**src/rtl/chdec_pkg.sv**
```systemverilog
// ----------------------------------------------------------------------------
// chdec_pkg
// Shared types and constants of the chunked body decoder: decode phases,
// end status codes, size line prefix progress, byte class and result word.
// ----------------------------------------------------------------------------
package chdec_pkg;

   // line terminator characters
   localparam logic [7:0] CHAR_CR = 8'h0D;
   localparam logic [7:0] CHAR_LF = 8'h0A;

   // hex digit width of the size line
   localparam int unsigned DIGIT_BITS = 4;

   // decode phase
   typedef enum logic [2:0] {
      PH_IDLE = 3'd0,
      PH_SIZE = 3'd1,
      PH_TAIL = 3'd2,
      PH_DATA = 3'd3,
      PH_SKIP = 3'd4,
      PH_DONE = 3'd5
   } phase_type;

   // end status codes
   typedef enum logic [2:0] {
      ST_ZERO_CHUNK = 3'd0,
      ST_BOUNDARY   = 3'd1,
      ST_IN_LINE    = 3'd2,
      ST_EXCEEDS    = 3'd3,
      ST_NO_DIGITS  = 3'd4
   } end_status_type;

   // size line prefix progress
   typedef enum logic [1:0] {
      PFX_START  = 2'd0,
      PFX_ZERO   = 2'd1,
      PFX_X      = 2'd2,
      PFX_DIGITS = 2'd3
   } prefix_type;

   // byte class worked out by the front part
   typedef struct packed {
      logic                  is_hex;
      logic [DIGIT_BITS-1:0] hex_val;
      logic                  is_blank;
      logic                  is_cr;
      logic                  is_lf;
      logic                  is_zero;
      logic                  is_x;
   } byte_class_type;

   localparam int unsigned CLASS_BITS = $bits(byte_class_type);

   // one result word
   typedef struct packed {
      logic [7:0]     out_byte;
      logic           byte_valid;
      logic           end_of_message;
      end_status_type end_status;
   } result_type;

endpackage

```
**src/rtl/chdec_front.sv**
```systemverilog
// ----------------------------------------------------------------------------
// chdec_front
// Input side: takes body bytes, classifies each one and pushes the
// classified word into the queue.
// ----------------------------------------------------------------------------
module chdec_front
   import chdec_pkg::*;
#(
   parameter int unsigned LENGTH_BITS = 24,
   parameter int unsigned ITEM_BITS   = CLASS_BITS + 8 + 2 + LENGTH_BITS
) (
   input  logic                   req_valid,
   output logic                   req_ready,
   input  logic [7:0]             req_data_byte,
   input  logic                   req_first_byte,
   input  logic                   req_last_byte,
   input  logic [LENGTH_BITS-1:0] req_body_length,
   input  logic                   q_full,
   output logic                   q_push,
   output logic [ITEM_BITS-1:0]   q_item
);

   byte_class_type cls;

   // character classes of the size line
   always_comb begin
      cls          = '0;
      cls.is_blank = (req_data_byte == 8'h20) ||
                     (req_data_byte >= 8'h09 && req_data_byte <= 8'h0D);
      cls.is_cr    = (req_data_byte == CHAR_CR);
      cls.is_lf    = (req_data_byte == CHAR_LF);
      cls.is_zero  = (req_data_byte == 8'h30);
      cls.is_x     = (req_data_byte == 8'h78) || (req_data_byte == 8'h58);
      if (req_data_byte >= 8'h30 && req_data_byte <= 8'h39) begin
         cls.is_hex  = 1'b1;
         cls.hex_val = req_data_byte[DIGIT_BITS-1:0];
      end else if (req_data_byte >= 8'h61 && req_data_byte <= 8'h66) begin
         cls.is_hex  = 1'b1;
         cls.hex_val = DIGIT_BITS'(req_data_byte - 8'h57);
      end else if (req_data_byte >= 8'h41 && req_data_byte <= 8'h46) begin
         cls.is_hex  = 1'b1;
         cls.hex_val = DIGIT_BITS'(req_data_byte - 8'h37);
      end
   end

   // handshake and packing
   assign req_ready = !q_full;
   assign q_push    = req_valid && !q_full;
   assign q_item    = {cls, req_data_byte, req_first_byte, req_last_byte, req_body_length};

endmodule

```
**src/rtl/chdec_queue.sv**
```systemverilog
// ----------------------------------------------------------------------------
// chdec_queue
// Two-entry queue between the front and back parts.
// ----------------------------------------------------------------------------
module chdec_queue #(
   parameter int unsigned WIDTH = 48
) (
   input  logic             clock,
   input  logic             reset,
   input  logic             push,
   input  logic [WIDTH-1:0] push_data,
   input  logic             pop,
   output logic             not_empty,
   output logic             full,
   output logic [WIDTH-1:0] head_data
);

   logic [WIDTH-1:0] entry_ff [2];
   logic             wr_ptr_ff;
   logic             wr_ptr_in;
   logic             rd_ptr_ff;
   logic             rd_ptr_in;
   logic [1:0]       count_ff;
   logic [1:0]       count_in;

   // pointer and count update
   always_comb begin
      wr_ptr_in = push ? !wr_ptr_ff : wr_ptr_ff;
      rd_ptr_in = pop  ? !rd_ptr_ff : rd_ptr_ff;
      count_in  = count_ff;
      if (push && !pop) begin
         count_in = count_ff + 2'd1;
      end else if (pop && !push) begin
         count_in = count_ff - 2'd1;
      end
   end

   always_ff @(posedge clock) begin
      if (reset) begin
         wr_ptr_ff <= 1'b0;
         rd_ptr_ff <= 1'b0;
         count_ff  <= 2'd0;
      end else begin
         wr_ptr_ff <= wr_ptr_in;
         rd_ptr_ff <= rd_ptr_in;
         count_ff  <= count_in;
      end
   end

   // storage
   always_ff @(posedge clock) begin
      if (push) begin
         entry_ff[wr_ptr_ff] <= push_data;
      end
   end

   assign not_empty = (count_ff != 2'd0);
   assign full      = (count_ff == 2'd2);
   assign head_data = entry_ff[rd_ptr_ff];

endmodule

```
**src/rtl/chdec_back.sv**
```systemverilog
// ----------------------------------------------------------------------------
// chdec_back
// Decode side: runs the chunk state over classified bytes from the queue
// and holds each result word in the output register.
// ----------------------------------------------------------------------------
module chdec_back
   import chdec_pkg::*;
#(
   parameter int unsigned LENGTH_BITS = 24,
   parameter int unsigned ITEM_BITS   = CLASS_BITS + 8 + 2 + LENGTH_BITS
) (
   input  logic                 clock,
   input  logic                 reset,
   input  logic                 q_not_empty,
   input  logic [ITEM_BITS-1:0] q_item,
   output logic                 q_pop,
   output logic                 rsp_valid,
   input  logic                 rsp_ready,
   output result_type           rsp_word
);

   localparam logic [LENGTH_BITS-1:0] LEN_MAX = '1;

   // unpacked queue head
   byte_class_type         it_cls;
   logic [7:0]             it_byte;
   logic                   it_first;
   logic                   it_last;
   logic [LENGTH_BITS-1:0] it_len;

   // decode state
   phase_type              phase_ff,  phase_in;
   logic [LENGTH_BITS-1:0] pos_ff,    pos_in;
   logic [LENGTH_BITS-1:0] len_ff,    len_in;
   logic [LENGTH_BITS-1:0] acc_ff,    acc_in;
   logic                   ovf_ff,    ovf_in;
   logic                   digit_ff,  digit_in;
   prefix_type             pfx_ff,    pfx_in;
   logic                   pcr_ff,    pcr_in;
   logic [LENGTH_BITS-1:0] drem_ff,   drem_in;
   logic [1:0]             srem_ff,   srem_in;

   // output register
   logic                   rsp_valid_ff, rsp_valid_in;
   result_type             rsp_word_ff,  rsp_word_in;

   // state as seen by this word, after a restart on first
   phase_type              cur_phase;
   logic [LENGTH_BITS-1:0] cur_pos;
   logic [LENGTH_BITS-1:0] cur_len;
   logic [LENGTH_BITS-1:0] cur_acc;
   logic                   cur_ovf;
   logic                   cur_digit;
   prefix_type             cur_pfx;
   logic                   cur_pcr;
   logic [LENGTH_BITS-1:0] cur_drem;
   logic [1:0]             cur_srem;

   logic [LENGTH_BITS-1:0] pos_next;
   logic                   fin;
   logic [LENGTH_BITS-1:0] bytes_left;
   logic                   too_big;
   logic [LENGTH_BITS-1:0] drem_dec;
   logic [1:0]             srem_dec;
   logic [LENGTH_BITS-1:0] acc_shift;
   logic                   acc_carry;
   phase_type              ph_mid;
   logic                   ended;
   logic                   valid;
   end_status_type         status;

   assign {it_cls, it_byte, it_first, it_last, it_len} = q_item;

   // pop when the output register is free or being drained
   assign q_pop = q_not_empty && (!rsp_valid_ff || rsp_ready);

   // restart on the first byte of a body
   always_comb begin
      if (it_first) begin
         cur_phase = PH_SIZE;
         cur_pos   = '0;
         cur_len   = it_len;
         cur_acc   = '0;
         cur_ovf   = 1'b0;
         cur_digit = 1'b0;
         cur_pfx   = PFX_START;
         cur_pcr   = 1'b0;
         cur_drem  = '0;
         cur_srem  = 2'd0;
      end else begin
         cur_phase = phase_ff;
         cur_pos   = pos_ff;
         cur_len   = len_ff;
         cur_acc   = acc_ff;
         cur_ovf   = ovf_ff;
         cur_digit = digit_ff;
         cur_pfx   = pfx_ff;
         cur_pcr   = pcr_ff;
         cur_drem  = drem_ff;
         cur_srem  = srem_ff;
      end
   end

   // position, body end and bytes left
   assign pos_next   = (cur_pos != LEN_MAX) ? cur_pos + 1'b1 : cur_pos;
   assign fin        = it_last || (pos_next >= cur_len);
   assign bytes_left = cur_len - pos_next;
   assign too_big    = fin || (cur_acc > bytes_left);
   assign drem_dec   = (cur_drem != '0) ? cur_drem - 1'b1 : cur_drem;
   assign srem_dec   = (cur_srem != 2'd0) ? cur_srem - 2'd1 : cur_srem;
   assign acc_shift  = {cur_acc[LENGTH_BITS-DIGIT_BITS-1:0], it_cls.hex_val};
   assign acc_carry  = |cur_acc[LENGTH_BITS-1:LENGTH_BITS-DIGIT_BITS];

   // next state and result
   always_comb begin
      phase_in     = phase_ff;
      pos_in       = pos_ff;
      len_in       = len_ff;
      acc_in       = acc_ff;
      ovf_in       = ovf_ff;
      digit_in     = digit_ff;
      pfx_in       = pfx_ff;
      pcr_in       = pcr_ff;
      drem_in      = drem_ff;
      srem_in      = srem_ff;
      ph_mid       = cur_phase;
      ended        = 1'b0;
      valid        = 1'b0;
      status       = ST_ZERO_CHUNK;
      rsp_valid_in = rsp_valid_ff && !rsp_ready;
      rsp_word_in  = rsp_word_ff;

      if (q_pop) begin
         phase_in = cur_phase;
         pos_in   = cur_pos;
         len_in   = cur_len;
         acc_in   = cur_acc;
         ovf_in   = cur_ovf;
         digit_in = cur_digit;
         pfx_in   = cur_pfx;
         pcr_in   = cur_pcr;
         drem_in  = cur_drem;
         srem_in  = cur_srem;

         case (cur_phase)
            PH_IDLE: begin
               // dropped
            end
            PH_DONE: begin
               if (it_last) begin
                  phase_in = PH_IDLE;
               end
            end
            PH_SIZE, PH_TAIL: begin
               pos_in = pos_next;
               if (cur_pcr && it_cls.is_lf) begin
                  // line end: check the size
                  pcr_in = 1'b0;
                  ended  = 1'b1;
                  if (!cur_digit) begin
                     status = ST_NO_DIGITS;
                  end else if (cur_ovf) begin
                     status = ST_EXCEEDS;
                  end else if (cur_acc == '0) begin
                     status = ST_ZERO_CHUNK;
                  end else if (too_big) begin
                     status = ST_EXCEEDS;
                  end else begin
                     ended    = 1'b0;
                     phase_in = PH_DATA;
                     drem_in  = cur_acc;
                  end
               end else begin
                  // a held cr not followed by lf ends the digits
                  if (cur_pcr) begin
                     pcr_in = 1'b0;
                     if (cur_phase == PH_SIZE && cur_pfx != PFX_START) begin
                        ph_mid = PH_TAIL;
                     end
                  end
                  phase_in = ph_mid;
                  if (it_cls.is_cr) begin
                     pcr_in = 1'b1;
                  end else if (ph_mid == PH_SIZE) begin
                     case (cur_pfx)
                        PFX_START: begin
                           if (it_cls.is_blank) begin
                              phase_in = PH_SIZE;
                           end else if (it_cls.is_zero) begin
                              digit_in = 1'b1;
                              acc_in   = '0;
                              pfx_in   = PFX_ZERO;
                           end else if (it_cls.is_hex) begin
                              ovf_in   = cur_ovf | acc_carry;
                              acc_in   = acc_shift;
                              digit_in = 1'b1;
                              pfx_in   = PFX_DIGITS;
                           end else begin
                              phase_in = PH_TAIL;
                           end
                        end
                        PFX_ZERO: begin
                           if (it_cls.is_x) begin
                              pfx_in = PFX_X;
                           end else if (it_cls.is_hex) begin
                              ovf_in   = cur_ovf | acc_carry;
                              acc_in   = acc_shift;
                              digit_in = 1'b1;
                              pfx_in   = PFX_DIGITS;
                           end else begin
                              phase_in = PH_TAIL;
                           end
                        end
                        default: begin
                           if (it_cls.is_hex) begin
                              ovf_in   = cur_ovf | acc_carry;
                              acc_in   = acc_shift;
                              digit_in = 1'b1;
                              pfx_in   = PFX_DIGITS;
                           end else begin
                              phase_in = PH_TAIL;
                           end
                        end
                     endcase
                  end
                  if (fin) begin
                     ended  = 1'b1;
                     status = ST_IN_LINE;
                  end
               end
            end
            PH_DATA: begin
               pos_in  = pos_next;
               valid   = 1'b1;
               drem_in = drem_dec;
               if (drem_dec == '0) begin
                  phase_in = PH_SKIP;
                  srem_in  = 2'd2;
               end
               if (fin) begin
                  ended  = 1'b1;
                  status = ST_BOUNDARY;
               end
            end
            default: begin
               // two bytes after the data are skipped
               pos_in  = pos_next;
               srem_in = srem_dec;
               if (srem_dec == 2'd0) begin
                  phase_in = PH_SIZE;
                  acc_in   = '0;
                  ovf_in   = 1'b0;
                  digit_in = 1'b0;
                  pfx_in   = PFX_START;
                  pcr_in   = 1'b0;
               end
               if (fin) begin
                  ended  = 1'b1;
                  status = ST_BOUNDARY;
               end
            end
         endcase

         if (ended) begin
            phase_in = it_last ? PH_IDLE : PH_DONE;
         end

         if (valid || ended) begin
            rsp_valid_in               = 1'b1;
            rsp_word_in.out_byte       = valid ? it_byte : 8'h00;
            rsp_word_in.byte_valid     = valid;
            rsp_word_in.end_of_message = ended;
            rsp_word_in.end_status     = ended ? status : ST_ZERO_CHUNK;
         end
      end
   end

   // control registers
   always_ff @(posedge clock) begin
      if (reset) begin
         phase_ff     <= PH_IDLE;
         pos_ff       <= '0;
         len_ff       <= '0;
         acc_ff       <= '0;
         ovf_ff       <= 1'b0;
         digit_ff     <= 1'b0;
         pfx_ff       <= PFX_START;
         pcr_ff       <= 1'b0;
         drem_ff      <= '0;
         srem_ff      <= 2'd0;
         rsp_valid_ff <= 1'b0;
      end else begin
         phase_ff     <= phase_in;
         pos_ff       <= pos_in;
         len_ff       <= len_in;
         acc_ff       <= acc_in;
         ovf_ff       <= ovf_in;
         digit_ff     <= digit_in;
         pfx_ff       <= pfx_in;
         pcr_ff       <= pcr_in;
         drem_ff      <= drem_in;
         srem_ff      <= srem_in;
         rsp_valid_ff <= rsp_valid_in;
      end
   end

   // result payload
   always_ff @(posedge clock) begin
      rsp_word_ff <= rsp_word_in;
   end

   assign rsp_valid = rsp_valid_ff;
   assign rsp_word  = rsp_word_ff;

endmodule

```
**src/rtl/http_chunked_body_decoder_unit.sv**
```systemverilog
// ----------------------------------------------------------------------------
// http_chunked_body_decoder_unit
// Chunked transfer body decoder, one body byte per word.
// ----------------------------------------------------------------------------
// Takes one body byte per clock cycle while the queue has room and delivers
// decoded payload bytes and one end-of-message word with a status per body. A
// byte enters the front part, which classifies it and writes it into a
// two-entry queue; the back part reads one queued word per cycle while the
// output register is free or drained, updates the chunk state and loads the
// output register. The sustained rate is one byte per cycle without stalls, set
// by the back part's single state update per cycle. Bytes that produce no
// result are consumed without an output word. The queue and the output
// register let either side stall without stopping the other at once.
// ----------------------------------------------------------------------------
module http_chunked_body_decoder_unit
   import chdec_pkg::*;
#(
   parameter int unsigned LENGTH_BITS = 24
) (
   input  logic                   clock,
   input  logic                   reset,
   input  logic                   req_valid,
   output logic                   req_ready,
   input  logic [7:0]             req_data_byte,
   input  logic                   req_first_byte,
   input  logic                   req_last_byte,
   input  logic [LENGTH_BITS-1:0] req_body_length,
   output logic                   rsp_valid,
   input  logic                   rsp_ready,
   output logic [7:0]             rsp_out_byte,
   output logic                   rsp_byte_valid,
   output logic                   rsp_end_of_message,
   output logic [2:0]             rsp_end_status
);

   localparam int unsigned ITEM_BITS = CLASS_BITS + 8 + 2 + LENGTH_BITS;

   logic                 q_push;
   logic                 q_pop;
   logic                 q_full;
   logic                 q_not_empty;
   logic [ITEM_BITS-1:0] q_in_item;
   logic [ITEM_BITS-1:0] q_head_item;
   result_type           rsp_word;

   // front: accept and classify
   chdec_front #(
      .LENGTH_BITS (LENGTH_BITS),
      .ITEM_BITS   (ITEM_BITS)
   ) u_front (
      .req_valid       (req_valid),
      .req_ready       (req_ready),
      .req_data_byte   (req_data_byte),
      .req_first_byte  (req_first_byte),
      .req_last_byte   (req_last_byte),
      .req_body_length (req_body_length),
      .q_full          (q_full),
      .q_push          (q_push),
      .q_item          (q_in_item)
   );

   // queue between the two parts
   chdec_queue #(
      .WIDTH (ITEM_BITS)
   ) u_queue (
      .clock     (clock),
      .reset     (reset),
      .push      (q_push),
      .push_data (q_in_item),
      .pop       (q_pop),
      .not_empty (q_not_empty),
      .full      (q_full),
      .head_data (q_head_item)
   );

   // back: chunk decode and output register
   chdec_back #(
      .LENGTH_BITS (LENGTH_BITS),
      .ITEM_BITS   (ITEM_BITS)
   ) u_back (
      .clock       (clock),
      .reset       (reset),
      .q_not_empty (q_not_empty),
      .q_item      (q_head_item),
      .q_pop       (q_pop),
      .rsp_valid   (rsp_valid),
      .rsp_ready   (rsp_ready),
      .rsp_word    (rsp_word)
   );

   assign rsp_out_byte       = rsp_word.out_byte;
   assign rsp_byte_valid     = rsp_word.byte_valid;
   assign rsp_end_of_message = rsp_word.end_of_message;
   assign rsp_end_status     = rsp_word.end_status;

endmodule
```
**config.mk**
```make
export PLATFORM = sky130hd
export DESIGN_NAME = http_chunked_body_decoder_unit
export DESIGN_NICKNAME = d
export VERILOG_FILES = /design/src/rtl/chdec_pkg.sv /design/src/rtl/chdec_front.sv /design/src/rtl/chdec_queue.sv /design/src/rtl/chdec_back.sv /design/src/rtl/http_chunked_body_decoder_unit.sv
export SDC_FILE = /design/constraint.sdc
export NUM_CORES = 1
export LEC_CHECK = 0
export BUFFER_PORTS_ARGS = -buffer_cell sky130_fd_sc_hd__buf_2
export CORE_UTILIZATION = 50
export DETAILED_ROUTE_END_ITERATION = 8
export PLACE_DENSITY = 0.79
export SYNTH_ARGS = -nofsm -noshare
export SYNTH_HDL_FRONTEND = slang
export SYNTH_SLANG_ARGS = --single-unit
```
**constraint.sdc**
```tcl
create_clock -name clock -period 7.7 [get_ports clock]
set_input_delay 0.385 -clock clock [delete_from_list [all_inputs] [get_ports clock]]
set_output_delay 0.385 -clock clock [all_outputs]
set_load 0.005 [all_outputs]
```
==> results.py <==
metrics = {
    "clocking": {
        "ctsResizeCount": 0,
        "cts_hold_buf": 0,
        "clockBufferDepth": 3,
        "cts-root-buf": "clkbuf_16",
        "cts_buffers": 23,
        "cts_max_level": 1,
        "cts.clk_slew.worst_paths_ns": 0.06,
        "cts_tree": "built",
        "post_cts.repair.setup_buffers": 0,
        "cts.sinks": 213,
        "worst_skew_pair.late_latency_ns": 0.51,
    },
    "route": {
        "vias_per_cell": 6.36,
        "top_layer_used": "met4",
        "routedLengthMet1_um": 15600,
        "wire_per_inst_um": 18.8,
        "met3_length_um": 2710,
        "drt_iter0_drc": 1338,
        "drc_errors": 0,
        "wl_met2_um": 16900,
        "postRouteAntennaNets": 0,
        "dr.pass1.iters": 6,
        "finalWirelength_um": 36300,
        "vias": 12300,
    },
    "pwr": {
        "p_per_area_nw_per_um2": 382,
        "clkPwrFrac": 0.186,
        "irDropWorstVdd_mv": 0.228,
        "switchingPower_mw": 2.54,
        "cell_internal_pwr_mw": 3.06,
        "netSwitchingFraction": 0.454,
        "combPwrFrac": 0.546,
        "p_leak_nw": 5.44,
        "seqPwrFrac": 0.268,
    },
    "placement": {
        "gp_congestion": 0.914,
        "dpl.hpwl_um": 25900,
        "place.port_buffers": 52,
    },
    "sta": {
        "tightest_slew_ns": 1.20,
        "finalSetupViolCount": 0,
        "hold_violations": 0,
        "relSlewSlack": 0.203,
        "period_minus_slack_ns": 7.17,
        "max_freq_mhz": 139,
        "whs_ns": 0.0569,
        "drv_slew": 0,
        "skew_ns": 0.00942,
        "rsz0062_at_grt": "no",
        "tns_ns": 0,
        "fin_crit_sh": 0.931,
    },
    "synth": {
        "synth_common_cells": "nor2_1 (194), nand2_1 (179), dfxtp_1 (112)",
        "syn-cell-area_um2": 13500,
        "synthFlopType": "dfxtp_1",
        "ys_types": 91,
        "async_flop_share": 0,
        "synth_area_leaders": "edfxtp_1 (22%), dfxtp_1 (17%), nor2_1 (5.4%)",
        "avgSynthCellArea_um2": 8.60,
        "synth_edf_count": 101,
        "ys_seq_elements": 213,
        "synthCells": 1572,
        "yosysSeqAreaShare": 0.390,
        "syn-num-nets": 1667,
        "synth_top_area_share": 0.224,
        "synth_top_area_cell": "edfxtp_1",
        "yosysMostFrequentCell": "nor2_1",
        "yosysWarningCount": 0,
    },
    "floorplanning": {
        "coreArea_um2": 26300,
        "start_util": 0.514,
        "die_h_um": 166,
        "die-area_um2": 27700,
        "rows": 59,
        "die_w_um": 166,
        "num_io_pins": 53,
    },
    "hold_path": {
        "hp-class": "primary input to register",
        "min_path_cells": 1,
    },
    "global_routing": {
        "grt_max_degree": 84,
        "overflow": 0,
        "grt_pass1_wl_um": 58800,
        "grt_pass1_vias": 11400,
        "antenna_found_initial": 0,
        "grt.total_usage": 0.256,
    },
    "worst_setup_path": {
        "r2r_cells": 28,
        "critical_path.max_stage_delay_ns": 0.61,
        "crit_type": "register to register",
        "worst-path-max-fanout": 6,
        "r2r_start": "u_queue.entry_ff[0][25]",
        "worstSetupStartpointType": "register",
        "worstPathArrival_ns": 7.59,
        "crit_path_top_delay_cell": "nor4b_2",
        "r2r_setup_slack_ns": 0.53,
        "worstPathRequired_ns": 8.12,
        "startpoint": "u_queue.entry_ff[0][25]",
        "reg2reg_to": "u_back.drem_ff[12]",
        "endpoint": "u_back.drem_ff[12]",
        "critPathCaptureType": "register",
    },
    "run": {
        "max_cap_viol_count": 0,
    },
    "layout": {
        "num_antenna_cells": 0,
        "synthToLayoutAreaGrowth_pct": 8.52,
        "drive_gt1_frac": 0.0979,
        "finalNetCount": 1672,
    },
    "status": {
        "status": "finished, final reports clean",
    },
}
[through the flow]
step                      power, mW  cells  utilization  worst slack, ns  instance area, um2
after floorplan                3.80   1572            -           0.0614               13500
after global placement         4.44   1887        0.531            0.805               13900
after detailed placement       4.52   1887        0.531            0.460               13900
after CTS                      5.57   1928        0.558            0.429               14700
after global routing           5.97   1928        0.558           0.0746               14700
final                          5.60   1928        0.558            0.529               14700
[per-layer routing]
metal	vias up	global-route usage
met5	-	0
met4	0	0.0930
met3	81	0.0330
met2	534	0.414
met1	5826	0.352
li1	5829	-
[placed cells by master (no fill, tap or decap), types with 24 or more instances in the layout]
cell / netlist / routed
a21oi_1: 111 / 110
a22oi_1: 28 / 28
buf_2: 4 / 51
dfxtp_1: 112 / 111
edfxtp_1: 101 / 101
ha_1: 56 / 56
inv_1: 43 / 42
mux2i_1: 70 / 69
nand2_1: 179 / 179
nand3_1: 39 / 39
nor2_1: 194 / 193
nor3_1: 32 / 31
o21ai_0: 107 / 107
o22ai_1: 26 / 26
xnor2_1: 24 / 24
xor2_1: 27 / 27
[worst max-delay path: cells and delay by family (launching register included)]
kind	cells	cell delay (ns)
xor+xnor	2	0.50
simple gates	7	1.59
flops	1	0.45
compound gates	12	2.98
buf+inv	2	0.16
mux	1	0.23
fa+ha+maj	4	1.14
[cell type report]
type	count	area (um2)
Clock inverter	12	82.6
Fill cell	2358	11600
Sequential cell	213	5280
Tap cell	335	419
Clock buffer	29	628
Multi-Input combinational cell	1223	7680
Inverter	44	165
Timing Repair Buffer	72	417
[power by group through the flow]
| stage | logic (mW) | registers, mW | clock network, mW |
|---|---|---|---|
| 2_1_floorplan | 2.32 | 1.48 | 0 |
| 3_3_place_gp | 2.93 | 1.51 | 0 |
| 3_5_place_dp | 3.00 | 1.52 | 0 |
| 4_1_cts | 3.01 | 1.50 | 1.06 |
| 5_1_grt | 3.35 | 1.52 | 1.11 |
| 6_report | 3.06 | 1.50 | 1.04 |
[registers in the layout, summed over array words and instances (netlist names), 3 cells and up, named ones only]
signal / cells
u_queue.entry_ff: 88
u_back.acc_ff: 24
u_back.phase_ff: 3
u_back.pos_ff: 24
u_back.len_ff: 24
u_back.rsp_word: 13
u_back.drem_ff: 24
[how the worst min path moves through the flow]
stage	startpoint	to	slack [ns]
floorplan	u_back.srem_ff[0]	u_back.srem_ff[0]	0.45
global placement	u_back.srem_ff[0]	u_back.srem_ff[0]	0.46
finish	req_body_length[23]	u_queue.entry_ff[0][23]	0.06
CTS	req_body_length[23]	u_queue.entry_ff[0][23]	0.04
global route	req_body_length[2]	u_queue.entry_ff[0][2]	0.04
detailed placement	u_back.srem_ff[0]	u_back.srem_ff[0]	0.47
[logic make-up (layout without fill, tap and decap cells)]
logic type,Yosys count,count (layout),share of synthesized area
xor+xnor,51,51,0.0330
buf+inv,136,157,0.0443
simple gates,589,589,0.205
compound gates,448,448,0.216
fa+ha+maj,57,57,0.0533
mux,78,78,0.0585
flops,213,213,0.390
(Power assumes the default switching activity.)
